==> src/fhl_pkg.sv <==
// ----------------------------------------------------------------------------
// fhl_pkg: shared types and constants for the folding hash insert block
// Table geometry, request and queue entry types, status and state codes.
// ----------------------------------------------------------------------------
package fhl_pkg;

  localparam int unsigned TableDepth = 256;
  localparam int unsigned AddrW      = $clog2(TableDepth);
  localparam int unsigned KeyW       = 32;
  localparam int unsigned VmWordsN   = 4;
  localparam int unsigned CfgIdxW    = $clog2(VmWordsN);
  localparam int unsigned QueueDepth = 2;
  localparam int unsigned QPtrW      = $clog2(QueueDepth);
  localparam int unsigned StatusW    = 2;

  typedef logic [KeyW-1:0]                key_t;
  typedef logic [AddrW-1:0]               slot_t;
  typedef logic [VmWordsN-1:0][KeyW-1:0]  vm_set_t;

  // One request waiting between the hash front and the probe back
  typedef struct packed {
    key_t  key;
    slot_t home;
  } req_t;

  typedef enum logic [StatusW-1:0] {
    StHome   = 2'd0,
    StProbed = 2'd1,
    StFull   = 2'd2
  } status_e;

  typedef enum logic [1:0] {
    BkIdle,
    BkRead,
    BkCheck
  } back_state_e;

endpackage

==> src/fhl_queue.sv <==
// ----------------------------------------------------------------------------
// fhl_queue: short request queue between hash front and probe back
// Small FIFO of hashed requests so both sides stall independently.
// ----------------------------------------------------------------------------
module fhl_queue
  import fhl_pkg::*;
(
  input  logic clk_i,
  input  logic rst_ni,
  input  logic push_i,
  input  req_t push_req_i,
  input  logic pop_i,
  output req_t head_o,
  output logic full_o,
  output logic empty_o
);

  req_t             entry_q [QueueDepth];
  logic [QPtrW-1:0] wr_ptr_q, wr_ptr_d;
  logic [QPtrW-1:0] rd_ptr_q, rd_ptr_d;
  logic [QPtrW:0]   count_q, count_d;

  assign full_o  = (count_q == (QPtrW+1)'(QueueDepth));
  assign empty_o = (count_q == '0);
  assign head_o  = entry_q[rd_ptr_q];

  // Advance pointers and occupancy
  always_comb begin
    wr_ptr_d = wr_ptr_q;
    rd_ptr_d = rd_ptr_q;
    count_d  = count_q;
    if (push_i) begin
      wr_ptr_d = wr_ptr_q + 1'b1;
    end
    if (pop_i) begin
      rd_ptr_d = rd_ptr_q + 1'b1;
    end
    if (push_i && !pop_i) begin
      count_d = count_q + 1'b1;
    end else if (!push_i && pop_i) begin
      count_d = count_q - 1'b1;
    end
  end

  always_ff @(posedge clk_i or negedge rst_ni) begin
    if (!rst_ni) begin
      wr_ptr_q <= '0;
      rd_ptr_q <= '0;
      count_q  <= '0;
    end else begin
      wr_ptr_q <= wr_ptr_d;
      rd_ptr_q <= rd_ptr_d;
      count_q  <= count_d;
    end
  end

  // Hold queued payload
  always_ff @(posedge clk_i) begin
    if (push_i) begin
      entry_q[wr_ptr_q] <= push_req_i;
    end
  end

endmodule

==> config.mk <==
export PLATFORM = sky130hd
export DESIGN_NAME = fhl_queue
export DESIGN_NICKNAME = d
export VERILOG_FILES = /design/src/fhl_pkg.sv /design/src/fhl_queue.sv
export SDC_FILE = /design/constraint.sdc
export NUM_CORES = 1
export LEC_CHECK = 0
export BUFFER_PORTS_ARGS = -buffer_cell sky130_fd_sc_hd__buf_2
export CELL_PAD_IN_SITES_DETAIL_PLACEMENT = 0
export CELL_PAD_IN_SITES_GLOBAL_PLACEMENT = 1
export CORE_ASPECT_RATIO = 0.9
export CORE_MARGIN = 2
export CORE_UTILIZATION = 48
export DETAILED_ROUTE_END_ITERATION = 6
export PLACE_DENSITY = 0.94
export SLEW_MARGIN = 20
export SYNTH_ARGS = -nofsm -noshare
export SYNTH_HDL_FRONTEND = slang
export SYNTH_SLANG_ARGS = --single-unit
==> constraint.sdc <==
create_clock -name clk_i -period 7.15 [get_ports clk_i]
set_input_delay 0 -clock clk_i [delete_from_list [all_inputs] [get_ports clk_i]]
set_output_delay 0 -clock clk_i [all_outputs]
set_load 0.1 [all_outputs]
# Word-level counts from Yosys, hierarchy flattened
# Memory sizes are Yosys's and may differ from the RTL's.
# Index checks and enable logic that the tools add are counted.
[totals]
register_bits = 4
ramBits = 80
out_inout_bits = 42
elab_cells = 19
mem_count = 1
[mem_list]
columns = ["memory", "words", "width", "rd", "rd_ports_with_merged_regs", "wr", "line_no", "source"]
rows = [
  ["entry_q", 2, 40, 1, 0, 1, "fhl_queue.sv:18", "req_t entry_q [QueueDepth];"],
]
[op_classes]
addsub = 4
eq_ne = 1
muxes = 4
reduce_logical = 6
[op_table]
columns = ["cell", "count"]
rows = [
  ["two-way mux 2 bit", 2],
  ["adder 1 bit, second input constant", 2],
  ["adder 2 x 1 -> 2 bit, second input constant", 1],
  ["equality test 2 bit, second input constant", 1],
  ["logical AND 1 bit", 2],
  ["zero test 1 bit", 2],
  ["zero test 2 bit", 1],
  ["two-way mux 1 bit", 2],
  ["nonzero test 2 bit", 1],
  ["subtractor 2 x 1 -> 2 bit, second input constant", 1],
]

# Longest topological paths before layout
# Gate-level depths: netlist of run 1.
[depth]
word_depth = 4
ltp_mapped = 5
depth_no_buf = 5

# Least setup slack after synthesis of run 1
# No wires, ideal clock.
[synth_path]
path_type = "flip-flop to flip-flop"
from = "register wr_ptr_q"
to = "memory entry_q[0][0] in the netlist's numbering (enable)"
arrival_ps = 2193
required_time_ps = 6708
path_slack_ps = 4515
path_stages_with_launch = 2
period_less_slack_ps = 2635
path_cell_list = "dfrtp_1 -> nor2b_1"
[synth_rtl]
columns = ["element", "line_no", "source"]
rows = [
  ["start, declared", "fhl_queue.sv:19", "logic [QPtrW-1:0] wr_ptr_q, wr_ptr_d;"],
  ["start signal, assigned", "fhl_queue.sv:51", "wr_ptr_q <= wr_ptr_d;"],
  ["end, declared", "fhl_queue.sv:18", ""],
]
# Straight into the memory's write port.

==> results.cfg, run 1 <==
[timing]
slew_headroom = 0.367
tightest_slew_ns = 0.949
rsz0062_at_grt = false
setup_viol = 0
tns_ns = 0
max_freq_ghz = 0.492
fin_skew_ns = 0.00561
drv_slew = 0
post-route-period-util = 0.284
hold_viol = 0
post-route-min-period_ns = 2.03

[cts]
cts.path.max_buffers = 2
cts.sinks = 84
cts_buffers = 9
cts_tree = built
path_clk_slew_ns = 0.08
postCtsSetupBuffers = 0
cts_resized = 0
clkLatencyLatePin_ns = 0.34
root_buffer = clkbuf_8
h-tree-depth = 3
hold_buffers = 44

[synthesis]
synth.distinct_cells = 13
synth_top_area_share = 0.733
netlist_top_cells_area = edfxtp_1, mux2_4, dfrtp_1
synth-seq-cells = 84
yosysWarnings = 0
syn-cell-area_mm2 = 0.00328
synth_fp_nets = 186
syn_inst = 141
yosysTopAreaCell = edfxtp_1
syn-mean-instance-area_um2 = 23.2
ys_seq_area_frac = 0.764

[setup_path]
reg2reg_from = wr_ptr_q
reg2reg_slack_ns = 5.54
cp-start-kind = register
worstPathRequired_ns = 7.15
crit_type = register to output pin
crit_fanout = 39
timing.rr.end = entry_q[1][38]
crit_arrival_ns = 2.03
critPathCaptureType = output pin
reg2reg_depth = 1

[status]
outcome = finished, final reports clean

[placement]
place_hpwl_um = 3320
gp_congestion = 0.677
io_buffers = 85

[cells_and_area]
area_delta_synth_final_pct = 34.2
antenna_cells = 0
num-fill-cells = 460
drive_gt1_frac = 0.505
final_nets = 323

[global_route]
track_usage = 0.150
overflow = 0
grt_pass1_wl_um = 8360
grt_start_max_net_pins = 41
grt_pass1_vias = 1753
antenna_found_initial = 0

[floorplanning]
die_w_um = 91.1
die_h_um = 82.4
start_util = 0.498
ioPinCount = 86
die-area_mm2 = 0.00750
core_mm2 = 0.00659
row_count = 28

[min_path]
hp-start = push_req_i[30]
whs_path_depth = 2
hold-path-endpoint = entry_q[1][30]
hold_path_class = input pin to register

[routing]
wire_per_inst_um = 15.0
routed_wirelength_um = 5590
dr.pass1.iters = 4
num_vias = 1708
vias_per_cell = 4.58
antenna_left = 0
drc = 0
drt_iter0_markers = 43

[flow_run]
cap_violations = 0
per-stage QoR:
| step | util | hold slack [ns] | area, µm² | cells | setup WS, ns |
|---|---|---|---|---|---|
| after floorplan | - | -0.296 | 3280 | 141 | 4.51 |
| after global placement | 0.568 | -0.191 | 3740 | 312 | 5.43 |
| after detailed placement | 0.568 | -0.191 | 3740 | 312 | 5.37 |
| after CTS | 0.664 | 0.360 | 4370 | 372 | 5.07 |
| after global routing | 0.668 | 0.365 | 4400 | 373 | 5.04 |
| final | 0.668 | 0.379 | 4400 | 373 | 5.12 |
flip-flops by register name, summed over array words and instances (netlist names):
| signal | cells |
|---|---|
| wr_ptr_q | 1 |
| rd_ptr_q | 1 |
| count_q | 2 |
| entry_q | 80 |
logic make-up after synthesis:
family | synth area share
AND/OR/NAND/NOR | 0.00802
flip-flops | 0.764
multiplexers | 0.182
XOR/XNOR | 0.0134
buffers and inverters | 0.0290
adder cells (fa/ha/maj) | 0.00382
critical path: stages (launching register included):
cell and delay (ns):
dfrtp_2 0.40, buf_4 0.58, mux2_4 0.28, buf_2 0.42
cell usage in the layout (no fill, tap or decap):
| cell | synthesis | routed |
|---|---|---|
| clkbuf_8 | 0 | 9 |
| dfrtp_1 | 4 | 3 |
| nor2b_1 | 2 | 1 |
| inv_6 | 0 | 2 |
| nor2_1 | 2 | 2 |
| clkinv_1 | 0 | 2 |
| buf_16 | 0 | 1 |
| xor2_1 | 4 | 4 |
| mux2_4 | 39 | 39 |
| inv_1 | 1 | 1 |
| ha_1 | 1 | 1 |
| dlygate4sd3_1 | 0 | 44 |
| and2_2 | 0 | 1 |
| buf_4 | 0 | 1 |
| clkinvlp_4 | 0 | 1 |
| nor2b_4 | 0 | 1 |
| edfxtp_1 | 80 | 80 |
| mux2_2 | 1 | 1 |
| xnor2_1 | 1 | 1 |
| buf_2 | 0 | 85 |
| bufinv_16 | 0 | 1 |
| dfrtp_2 | 0 | 1 |
| clkbuf_1 | 0 | 1 |
worst max-delay path by stage:
stage                         from        endpoint  slack, ns  depth (start not counted)
after floorplan           wr_ptr_q   entry_q[0][0]       4.51                          1
after global placement    wr_ptr_q  entry_q[0][21]       5.43                          1
after detailed placement  wr_ptr_q   entry_q[0][4]       5.37                          1
after CTS                 rd_ptr_q      head_o[15]       5.07                          3
after global routing      rd_ptr_q      head_o[15]       5.04                          3
final                     rd_ptr_q      head_o[15]       5.12                          3
Yosys cell counts, drive strengths merged:
| cell type | count |
|---|---|
| nor2b | 2 |
| nor2 | 2 |
| edfxtp | 80 |
| buf | 5 |
| dfrtp | 4 |
| ha | 1 |
| mux2 | 40 |
| xnor2 | 1 |
| inv | 1 |
| and2 | 1 |
| xor2 | 4 |
routing by layer:
layer  vias up  global-route usage  share of wire
li1        816                   -              -
met1       829               0.177           0.43
met2        55               0.266           0.52
met3         8              0.0254          0.034
met4         0              0.0864          0.018
met5         -                   0              0
final cells by class:
| type | count | area [µm²] | area share |
|---|---|---|---|
| clock buffer | 10 | 128 | 0.0290 |
| multi-input combinational | 51 | 688 | 0.156 |
| tap | 90 | 113 | 0.0256 |
| sequential | 84 | 2500 | 0.569 |
| timing repair buffer | 131 | 901 | 0.205 |
| clock inverter | 6 | 62.6 | 0.0142 |
| inverter | 1 | 3.75 | 0.000853 |
Power of run 1 is left out: the tool's default activity adds up to more than one toggle a clock period on the data nets, which glitch-free logic cannot reach.
==> inputs of run 2 (changes only) <==
- CORE_UTILIZATION: 48 -> 40
- PLACE_DENSITY: 0.94 -> 0.85
- clock period: 7.15 -> 1.8 ns (I/O delays scaled with it)
==> run 2 against run 1 <==
Compared with the run above:
- clock-buffer cell count is 1 lower
- sequential cell count stayed put
- register-to-register slack worse by 4.9 ns
- sequential share of layout area is 0.51 points lower
- first-iteration DRC count is 19% lower
- non-clock buffer count is 1 higher
- via count is 1.4% lower
- core utilization is 11 points lower
- highest routed layer unchanged
==> results.cfg, run 2 (synthesized netlist as in run 1, its figures left out) <==
[status]
outcome = finished, final reports clean

[routing]
num_vias = 1684
antenna_left = 0
drc = 0
vias_per_cell = 4.41
wire_per_inst_um = 13.2
dr.pass1.iters = 2
routed_wirelength_um = 5050
drt_iter0_markers = 35

[global_route]
track_usage = 0.121
grt_pass1_wl_um = 8110
antenna_found_initial = 0
overflow = 0
grt_pass1_vias = 1767
grt_start_max_net_pins = 42

[timing]
fin_skew_ns = 0.00369
whs_ns = 0.382
setup_viol = 0
max_freq_ghz = 0.596
tns_ns = 0
drv_slew = 0
hold_viol = 0
post-route-min-period_ns = 1.68
post-route-period-util = 0.933
tightest_slew_ns = 0.492
rsz0062_at_grt = false
slew_headroom = 0.674

[floorplanning]
ioPinCount = 86
die-area_mm2 = 0.00893
row_count = 31
die_w_um = 99.4
start_util = 0.410
core_mm2 = 0.00799
die_h_um = 89.9

[placement]
io_buffers = 85
gp_congestion = 0.644
place_hpwl_um = 3100

[cts]
clkLatencyLatePin_ns = 0.33
hold_buffers = 44
cts.sinks = 84
cts.path.max_buffers = 2
h-tree-depth = 3
cts_buffers = 9
postCtsSetupBuffers = 0
path_clk_slew_ns = 0.08
root_buffer = clkbuf_8
cts_resized = 0
cts_tree = built

[setup_path]
reg2reg_depth = 2
slowest_stage = dfrtp_2
critical_path.startpoint = rd_ptr_q
reg2reg_from = wr_ptr_q
critPathCaptureType = output pin
timing.rr.end = entry_q[1][13]
cp-start-kind = register
crit_type = register to output pin
slowest_delay_ns = 0.37
crit_arrival_ns = 1.68
reg2reg_slack_ns = 0.63
worstPathRequired_ns = 1.80
crit_path_cell_trace = buf_12, mux2_2, buf_2
crit_fanout = 41

[cells_and_area]
final-seq-area_mm2 = 0.00250
top_regs = entry_q: 80 flops, count_q: 2 flops
fin_util = 0.556
area_delta_synth_final_pct = 35.5
num-fill-cells = 613
mostFrequentLayoutCell = buf_2
multi_input_area_um2 = 688
final_nets = 324
largest_reg_flops = 80
regMostFlops = entry_q
most-common-layout-cells = buf_2, edfxtp_1, dlygate4sd3_1
antenna_cells = 0
drive_gt1_frac = 0.505

[flow_run]
cap_violations = 0

[min_path]
hold-path-endpoint = entry_q[0][9]
whs_path_depth = 2
hp-start = push_req_i[9]
hold_path_class = input pin to register
## run 2: changes by cell type in the layout (fill, tap and decap cells not counted)
cell        previous run  this run
buf_12                 0         4
clkinv_2               0         1
buf_2                 85        84
clkbuf_1               1         0
clkinv_1               2         3
clkinvlp_4             1         0
inv_6                  2         1
buf_16                 1         0
buf_4                  1         0
## run 2: through the flow
step	std cells	setup WS (ns)	instance area (µm²)
3_3_place_gp	323	0.475	3820
6_report	382	0.121	4440
2_1_floorplan	141	0.000102	3280
4_1_cts	382	0.0858	4440
3_5_place_dp	323	0.469	3820
5_1_grt	382	0.0461	4440
## run 2: worst max path at each step
stage                    end  slack [ns]  depth (start not counted)
4_1_cts           head_o[19]        0.09                          3
3_3_place_gp      head_o[19]        0.48                          3
3_5_place_dp      head_o[19]        0.47                          3
2_1_floorplan  entry_q[1][0]      0.0001                          1
6_report          head_o[19]        0.12                          3
5_1_grt           head_o[19]        0.05                          3
## run 2: final cells by class
| type | count | area share |
|---|---|---|
| inverter | 1 | 0.000846 |
| multi-input combinational | 51 | 0.155 |
| clock inverter | 6 | 0.0124 |
| tap | 99 | 0.0279 |
| sequential | 84 | 0.564 |
| clock buffer | 9 | 0.0279 |
| timing repair buffer | 132 | 0.212 |
## run 2: worst max-delay path, delay by kind of cell (launching register included)
family	cells	cell delay [ns]
mux	1	0.37
buf+inv	2	0.59
flops	1	0.37
## run 2: routing by layer
metal | routed length (µm) | GRT usage | part of all wire | vias to the layer above
met5 | 0 | 0 | 0 | -
met4 | 79 | 0.0582 | 0.016 | 0
met3 | 288 | 0.0381 | 0.057 | 9
met2 | 2740 | 0.221 | 0.54 | 53
met1 | 1950 | 0.122 | 0.39 | 802
li1 | - | - | - | 820
Power of run 2 is left out for the same reason.
