**src/fhl_pkg.sv**
```systemverilog
// ----------------------------------------------------------------------------
// fhl_pkg: shared types and constants for the folding hash insert block
// Table geometry, request and queue entry types, status and state codes.
// ----------------------------------------------------------------------------
package fhl_pkg;

  localparam int unsigned TableDepth = 256;
  localparam int unsigned AddrW      = $clog2(TableDepth);
  localparam int unsigned KeyW       = 32;
  localparam int unsigned VmWordsN   = 4;
  localparam int unsigned CfgIdxW    = $clog2(VmWordsN);
  localparam int unsigned QueueDepth = 2;
  localparam int unsigned QPtrW      = $clog2(QueueDepth);
  localparam int unsigned StatusW    = 2;

  typedef logic [KeyW-1:0]                key_t;
  typedef logic [AddrW-1:0]               slot_t;
  typedef logic [VmWordsN-1:0][KeyW-1:0]  vm_set_t;

  // One request waiting between the hash front and the probe back
  typedef struct packed {
    key_t  key;
    slot_t home;
  } req_t;

  typedef enum logic [StatusW-1:0] {
    StHome   = 2'd0,
    StProbed = 2'd1,
    StFull   = 2'd2
  } status_e;

  typedef enum logic [1:0] {
    BkIdle,
    BkRead,
    BkCheck
  } back_state_e;

endpackage

```
**src/fhl_front.sv**
```systemverilog
// ----------------------------------------------------------------------------
// fhl_front: request intake and folding hash
// Folds the key with the VM words into a home slot and queues the request.
// ----------------------------------------------------------------------------
module fhl_front
  import fhl_pkg::*;
(
  input  logic    in_valid_i,
  output logic    in_stall_o,
  input  key_t    customer_key_i,
  input  vm_set_t vm_words_i,
  input  logic    q_full_i,
  output logic    q_push_o,
  output req_t    q_req_o
);

  slot_t home;

  // Fold: only the low slot bits of the 32-bit sum matter
  always_comb begin
    home = customer_key_i[AddrW-1:0];
    for (int unsigned k = 0; k < VmWordsN; k++) begin
      home = home + vm_words_i[k][AddrW-1:0];
    end
  end

  // Accept when the queue has room
  assign in_stall_o   = q_full_i;
  assign q_push_o     = in_valid_i && !q_full_i;
  assign q_req_o.key  = customer_key_i;
  assign q_req_o.home = home;

endmodule

```
**config.mk**
```make
export PLATFORM = sky130hd
export DESIGN_NAME = fhl_front
export DESIGN_NICKNAME = d
export VERILOG_FILES = /design/src/fhl_pkg.sv /design/src/fhl_front.sv
export SDC_FILE = /design/constraint.sdc
export NUM_CORES = 1
export LEC_CHECK = 0
export CAP_MARGIN = 40
export CELL_PAD_IN_SITES_DETAIL_PLACEMENT = 1
export CELL_PAD_IN_SITES_GLOBAL_PLACEMENT = 2
export CORE_AREA = 2 2 78 80
export DETAILED_ROUTE_END_ITERATION = 16
export DIE_AREA = 0 0 80 82
export DONT_BUFFER_PORTS = 1
export GPL_TIMING_DRIVEN = 0
export PLACE_DENSITY = 0.74
export SYNTH_ARGS = -nofsm -noshare
export SYNTH_HDL_FRONTEND = slang
export SYNTH_SLANG_ARGS = --single-unit
export TNS_END_PERCENT = 30
```
**constraint.sdc**
```tcl
create_clock -name vclk -period 5.65
set_input_delay 0.2825 -clock vclk [all_inputs]
set_output_delay 0.2825 -clock vclk [all_outputs]
set_load 0.005 [all_outputs]
```
### After elaboration in Yosys (flattened, before gate mapping)

Index checks and enable logic that the tools add are counted.

| operators by class | value |
|---|---|
| reductions and logical operators | 2 |
| add/sub/neg operators | 4 |

Operators with widths:

| operator | count |
|---|---|
| $add 8x8->8 | 4 |
| $logic_and 1x1->1 | 1 |
| $logic_not 1->1 | 1 |

| storage, ports and cells | value |
|---|---|
| register bits | 0 |
| logic and storage cells | 6 |

### Logic depth before layout (Yosys ltp)

Gate-level depths: netlist of run 1.

| depth | value |
|---|---|
| word-level depth | 4 |
| depth in mapped cells | 12 |
| mapped depth without buffers | 12 |

### Least setup slack after synthesis of run 1

Ideal clock, no wire load.

| timing | value |
|---|---|
| path type | input-to-output |
| from | input port customer_key_i[2] |
| to | output port q_req_o[7] (netlist bit) |
| arrival | 3.095 ns |
| setup slack | 2.273 ns |
| cell stages on the path | 12 |
| path through | inv_1 -> fa_1 -> inv_1 -> fa_1 -> inv_1 -> fa_1 -> inv_1 -> fa_1 -> a211oi_2 -> o21bai_1 -> a21oi_1 -> xnor2_1 |

RTL lines:

| what | line | text |
|---|---|---|
| start: declaration | fhl_front.sv:10 | `input key_t customer_key_i,` |
| end: declaration | fhl_front.sv:14 | `output req_t q_req_o` |

==> results of run 1 <==
## where the power goes
| group | total (mW) | internal, mW | switching, mW |
|---|---|---|---|
| clock | 0 | 0 | 0 |
| combinational | 0.290 | 0.129 | 0.161 |
| sequential | 0 | 0 | 0 |
## final cells by class
cell class,count,share of cell area
Multi-Input combinational cell,56,0.570
Buffer,33,0.201
Inverter,50,0.152
Tap cell,75,0.0762
## cells by family (layout without fill, tap and decap cells)
kind of cell	count (synthesis)	count (layout)	synth area share
fa+ha+maj	28	28	0.440
compound gates	12	12	0.0682
xor+xnor	10	10	0.0770
simple gates	6	6	0.0319
buf+inv	83	83	0.383
## final timing paths
check	startpoint	end	slack [ns]	cells after the start
hold / removal	q_full_i	q_push_o	0.60	1
setup / recovery	customer_key_i[2]	q_req_o[7]	2.11	12
## layout by cell type (no fill, tap or decap)
master	count
nand3b_1	1
a21o_1	1
nand3_1	1
xor2_1	2
nor2_1	1
o21a_1	1
o31ai_1	1
nand4b_1	1
xnor2_1	8
o21ai_0	3
a211oi_2	1
ha_1	8
nor3_1	1
fa_1	20
inv_1	50
a21oi_1	4
o21bai_1	1
buf_4	33
nor2b_1	1
## through the flow
| step | setup WS, ns | utilization | cell area [sq um] | total power, mW |
|---|---|---|---|---|
| after floorplan | 2.27 | - | 1140 | 0.242 |
| after global placement | 2.07 | 0.214 | 1230 | 0.294 |
| after detailed placement | 2.05 | 0.214 | 1230 | 0.300 |
| after CTS | 2.04 | 0.214 | 1230 | 0.301 |
| after global routing | 1.94 | 0.214 | 1230 | 0.338 |
| final | 2.11 | 0.214 | 1230 | 0.290 |
## per-layer routing
layer | vias up | GRT usage
li1 | 363 | -
met1 | 368 | 0.0582
met2 | 55 | 0.104
met3 | 0 | 0.0231
met4 | 0 | 0
met5 | - | 0
==> metrics.csv, run 1 <==
stage;metric;value;unit
cells_and_area;sequential_cell_total;0;
worst_setup_path;path_cells;inv_1 > fa_1 > inv_1 > fa_1 > inv_1 > fa_1 > inv_1 > fa_1 > a211oi_2 > o21bai_1 > a21oi_1 > xnor2_1;
hold_path;hold_path_class;primary input to output pin;
timing;slew_headroom;0.818;
clock_network;cts_hold_buf;0;
yosys;synth.distinct_cells;19;
placed_design;placed_cells;214;
worst_setup_path;critPathKind;primary input to output pin;
yosys;synth_most_common_cell;inv_1;
floorplanning;die_area;6560;sq um
placed_design;portBuffers;0;
cells_and_area;final_layout_size_suffix_gt1_frac;0.245;
route;wl;2.11;mm
grt;grt_pass1_wl;2.89;mm
clock_network;cts_setup_buffers;0;
cells_and_area;nNetsFinal;331;
timing;rsz0062_at_grt;false;
yosys;synth_area;1140;sq um
status;outcome;completed;
route;routedWlPerCell;9.86;um
route;drcViolationCount;0;
floorplanning;die_x;80;um
grt;track_usage;0.0540;
cells_and_area;areaGrowthSynthToFinish;8.25;%
timing;drv_slew;0;
worst_setup_path;worstPathRequired;5.37;ns
yosys;synth_common_cells;inv_1 (50), buf_4 (33), fa_1 (20);
job;max_cap_viol_count;0;
floorplanning;rows;28;
timing;fin_tns_setup;0;ns
cells_and_area;multi_input_area;702;sq um
floorplanning;ioPinCount;204;
worst_setup_path;critPathBufInv;4;
timing;min_period;3.54;ns
timing;hold_ws;0.599;ns
power_and_ir_drop;p_leak;0.699;nW
route;wl_met3;345;um
clock_network;cts-resized-gates;0;
route;drt_iter0_drc;3;
timing;min_period_over_period;0.627;
placed_design;dp_hpwl;2.12;mm
yosys;seq_area_frac_synth;0;
floorplanning;start_util;0.198;
worst_setup_path;crit_fanout;3;
grt;grt_max_degree;6;
worst_setup_path;cp.arrival;3.26;ns
route;vias_per_cell;3.67;
yosys;synth.top_cell.area_share;0.352;
route;ant_nets;0;
yosys;post-synth-top-area-cell;fa_1;
yosys;ys_warn_count;0;
placed_design;globalplace.congestion;0.652;
yosys;netlist_instances;139;
route;vias;786;
timing;setup_viol;0;
floorplanning;coreArea;5750;sq um
route;drtPass1Iterations;2;
cells_and_area;regArea;0;sq um
worst_setup_path;cp_top_family;adder cells;
cells_and_area;n_antenna_cell;0;
worst_setup_path;startpoint_type;primary input;
worst_setup_path;crit_slowest_cell;fa_1;
power_and_ir_drop;max-vdd-ir-drop;0.0000866;V
cells_and_area;fillCellCount;696;
route;route.met2.wl;1.08;mm
grt;first_global_vias;712;
route;wl_met1;687;um
worst_setup_path;critPathMaxStageDelay;0.54;ns
power_and_ir_drop;cellPowerDensity;236;nW/um^2
cells_and_area;clock_buffer_count;0;
cells_and_area;final_cells;214;
timing;finalHoldViolations;0;
grt;grt-ovfl-total;0;
yosys;synth_nets;329;
yosys;synth_area_leaders;fa_1 (35%), buf_4 (22%), inv_1 (17%);
timing;fmax;0.282;GHz
grt;antenna_found_initial;0;
yosys;syn_area_per_cell;8.18;sq um
floorplanning;die_h;82;um
worst_setup_path;end_kind;output pin;
timing;tightest_slew;0.273;ns
route;top_layer;met3;
(Power assumes the default switching activity.)
==> run 2: changes to the inputs <==
--- a/config.mk
+++ b/config.mk
@@ -5,6 +5,7 @@
 export SDC_FILE = /design/constraint.sdc
 export NUM_CORES = 1
 export LEC_CHECK = 0
+export ABC_AREA = 1
 export CAP_MARGIN = 40
 export CELL_PAD_IN_SITES_DETAIL_PLACEMENT = 1
 export CELL_PAD_IN_SITES_GLOBAL_PLACEMENT = 2
@@ -13,7 +14,7 @@
 export DIE_AREA = 0 0 80 82
 export DONT_BUFFER_PORTS = 1
 export GPL_TIMING_DRIVEN = 0
-export PLACE_DENSITY = 0.74
+export PLACE_DENSITY = 0.81
 export SYNTH_ARGS = -nofsm -noshare
 export SYNTH_HDL_FRONTEND = slang
 export SYNTH_SLANG_ARGS = --single-unit
==> constraint.sdc (replaced) <==
create_clock -name vclk -period 3.5
set_input_delay 0.175 -clock vclk [all_inputs]
set_output_delay 0.175 -clock vclk [all_outputs]
set_load 0.005 [all_outputs]
==> run 2 against run 1 <==
Synthesized cell count rose by 32%; critical path depth rose by 3; first-iteration DRC count increased to 5.0 times the previous value; sequential cell count unchanged; largest cell class unchanged; via count up 27%; wire length increased by 27%; combinational power rose by 67%.
==> metrics.csv, run 2 <==
stage;metric;value;unit;change
yosys;synth_area;1270;sq um;was 1140 sq um
timing;min_period;3.01;ns;
worst_setup_path;cp.arrival;2.84;ns;was 3.26 ns
floorplanning;rows;28;;unchanged
yosys;synth-adder-area-share;0.394;;was 0.440
timing;min_period_over_period;0.861;;
yosys;synth_common_cells;inv_1 (62), nand2_1 (34), buf_4 (33);;was inv_1 (50), buf_4 (33), fa_1 (20)
timing;setup_viol;0;;unchanged
floorplanning;die_x;80;um;unchanged
placed_design;globalplace.congestion;0.767;;was 0.652
worst_setup_path;cp_top_family;adder cells;;unchanged
cells_and_area;sequential_cell_total;0;;unchanged
yosys;synth_top_family_by_area;adder cells;;unchanged
route;vias_per_cell;3.85;;was 3.67
hold_path;worstHoldEndpoint;q_push_o;;unchanged
worst_setup_path;crit_top_cell;inv_1;;
yosys;synth_xor_area_frac;0.0344;;was 0.0770
yosys;syn_area_per_cell;6.91;sq um;was 8.18 sq um
route;routedWlPerCell;10.3;um;was 9.86 um
route;drtPass1Iterations;4;;was 2
route;drcViolationCount;0;;unchanged
floorplanning;die_area;6560;sq um;unchanged
placed_design;dp_hpwl;2.71;mm;was 2.12 mm
timing;hold_ws;0.384;ns;was 0.599 ns
floorplanning;ioPinCount;204;;unchanged
power_and_ir_drop;max-vdd-ir-drop;0.000192;V;was 0.0000866 V
worst_setup_path;path_cells;inv_1 > fa_1 > inv_1 > fa_1 > inv_1 > fa_1 > inv_1 > ha_1 > nand2_1 > nor2_1 > nand2_1 > o211ai_1 > inv_1 > nand3_1 > nand2_1;;was inv_1 > fa_1 > inv_1 > fa_1 > inv_1 > fa_1 > inv_1 > fa_1 > a211oi_2 > o21bai_1 > a21oi_1 > xnor2_1
cells_and_area;final_cell_mix;inv_1 (62), nand2_1 (34), buf_4 (33);;was inv_1 (50), buf_4 (33), fa_1 (20)
timing;rsz0062_at_grt;false;;unchanged
grt;track_usage;0.0753;;was 0.0540
timing;tightest_slew;0.236;ns;was 0.273 ns
cells_and_area;regArea;0;sq um;unchanged
timing;drv_slew;0;;unchanged
cells_and_area;areaGrowthSynthToFinish;7.38;%;was 8.25%
cells_and_area;nNetsFinal;376;;was 331
worst_setup_path;critPathMaxStageDelay;0.52;ns;was 0.54 ns
route;ant_nets;0;;unchanged
hold_path;hp-start;q_full_i;;unchanged
route;wl;2.68;mm;was 2.11 mm
power_and_ir_drop;cellPowerDensity;355;nW/um^2;was 236 nW/um^2
cells_and_area;final_common_cell;inv_1;;unchanged
clock_network;cts-resized-gates;0;;unchanged
grt;grt_max_degree;7;;was 6
yosys;synth.distinct_cells;15;;was 19
worst_setup_path;worstPathRequired;3.32;ns;was 5.37 ns
yosys;post-synth-top-area-cell;fa_1;;unchanged
timing;fmax;0.332;GHz;
floorplanning;coreArea;5750;sq um;unchanged
yosys;synth_area_leaders;fa_1 (31%), buf_4 (19%), inv_1 (18%);;was fa_1 (35%), buf_4 (22%), inv_1 (17%)
clock_network;cts_setup_buffers;0;;unchanged
cells_and_area;final_layout_size_suffix_gt1_frac;0.185;;was 0.245
timing;slew_headroom;0.842;;was 0.818
worst_setup_path;critPathKind;primary input to output pin;;unchanged
power_and_ir_drop;power;484;uW;was 290 uW
job;max_cap_viol_count;0;;unchanged
grt;first_global_vias;973;;was 712
yosys;synth_compound_area_frac;0.0295;;was 0.0682
grt;antenna_found_initial;0;;unchanged
worst_setup_path;crit_slowest_cell;fa_1;;unchanged
yosys;muxShareOfSynthArea;0;;unchanged
route;drt_iter0_drc;15;;was 3
yosys;seq_area_frac_synth;0;;unchanged
yosys;synth.top_cell.area_share;0.315;;was 0.352
hold_path;hold_path_class;primary input to output pin;;unchanged
grt;grt_pass1_wl;4.06;mm;was 2.89 mm
yosys;netlist_instances;184;;was 139
floorplanning;die_h;82;um;unchanged
yosys;synth_simple_gate_area_frac;0.164;;was 0.0319
cells_and_area;n_antenna_cell;0;;unchanged
timing;fin_tns_setup;0;ns;unchanged
power_and_ir_drop;p_leak;0.862;nW;was 0.699 nW
status;outcome;completed;;unchanged
yosys;synth_most_common_cell;inv_1;;unchanged
route;vias;997;;was 786
yosys;ys_warn_count;0;;unchanged
hold_path;hold_depth;1;;unchanged
yosys;synth_nets;374;;was 329
timing;finalHoldViolations;0;;unchanged
worst_setup_path;critPathBufInv;5;;was 4
grt;grt-ovfl-total;0;;unchanged
worst_setup_path;crit_fanout;4;;was 3
cells_and_area;clock_buffer_count;0;;unchanged
floorplanning;start_util;0.221;;was 0.198
placed_design;portBuffers;0;;unchanged
clock_network;cts_hold_buf;0;;unchanged
worst_setup_path;startpoint_type;primary input;;unchanged
worst_setup_path;end_kind;output pin;;unchanged
==> run 2: area by class of cell <==
type,instances,area [sq um]
Tap cell,75,93.8
Multi-Input combinational cell,89,791
Fill cell,723,4380
Inverter,62,233
Buffer,33,248
==> run 2: worst max-delay path by stage <==
stage / from / end / slack, ns / depth (start not counted)
2_1_floorplan: customer_key_i[3] / q_req_o[4] / 0.62 / 11
3_3_place_gp: customer_key_i[4] / q_req_o[7] / 0.46 / 13
3_5_place_dp: customer_key_i[5] / q_req_o[7] / 0.42 / 15
4_1_cts: customer_key_i[5] / q_req_o[7] / 0.42 / 15
5_1_grt: customer_key_i[5] / q_req_o[7] / 0.22 / 15
6_report: customer_key_i[5] / q_req_o[7] / 0.49 / 15
==> run 2: cells by family (layout without fill, tap and decap cells) <==
family | Yosys count | in the layout
AOI/OAI and AO/OA | 6 | 6
xor gates and xnor gates | 5 | 5
adders and majority gates | 28 | 28
buffers and inverters | 95 | 95
and+or+nand+nor | 50 | 50
==> run 2: where the power goes <==
| part | internal (mW) | switching (mW) | total (mW) |
|---|---|---|---|
| clock | 0 | 0 | 0 |
| combinational | 0.201 | 0.283 | 0.484 |
| sequential | 0 | 0 | 0 |
| total | 0.201 | 0.283 | 0.484 |
==> run 2: metrics by stage <==
stage	utilization	setup WS, ns	area (sq um)	cells
4_1_cts	0.238	0.416	1370	259
5_1_grt	0.238	0.218	1370	259
6_report	0.238	0.486	1370	259
3_5_place_dp	0.238	0.423	1370	259
3_3_place_gp	0.238	0.456	1370	259
2_1_floorplan	-	0.616	1270	184
==> run 2: metal layers <==
layer  global-route usage  up-vias  wire, um  part of all wire
li1                     -      488         -                 -
met1               0.0893      473       970              0.36
met2                0.144       36      1440              0.54
met3               0.0198        0       274              0.10
met4                    0        0         0                 0
met5                    0        -         0                 0
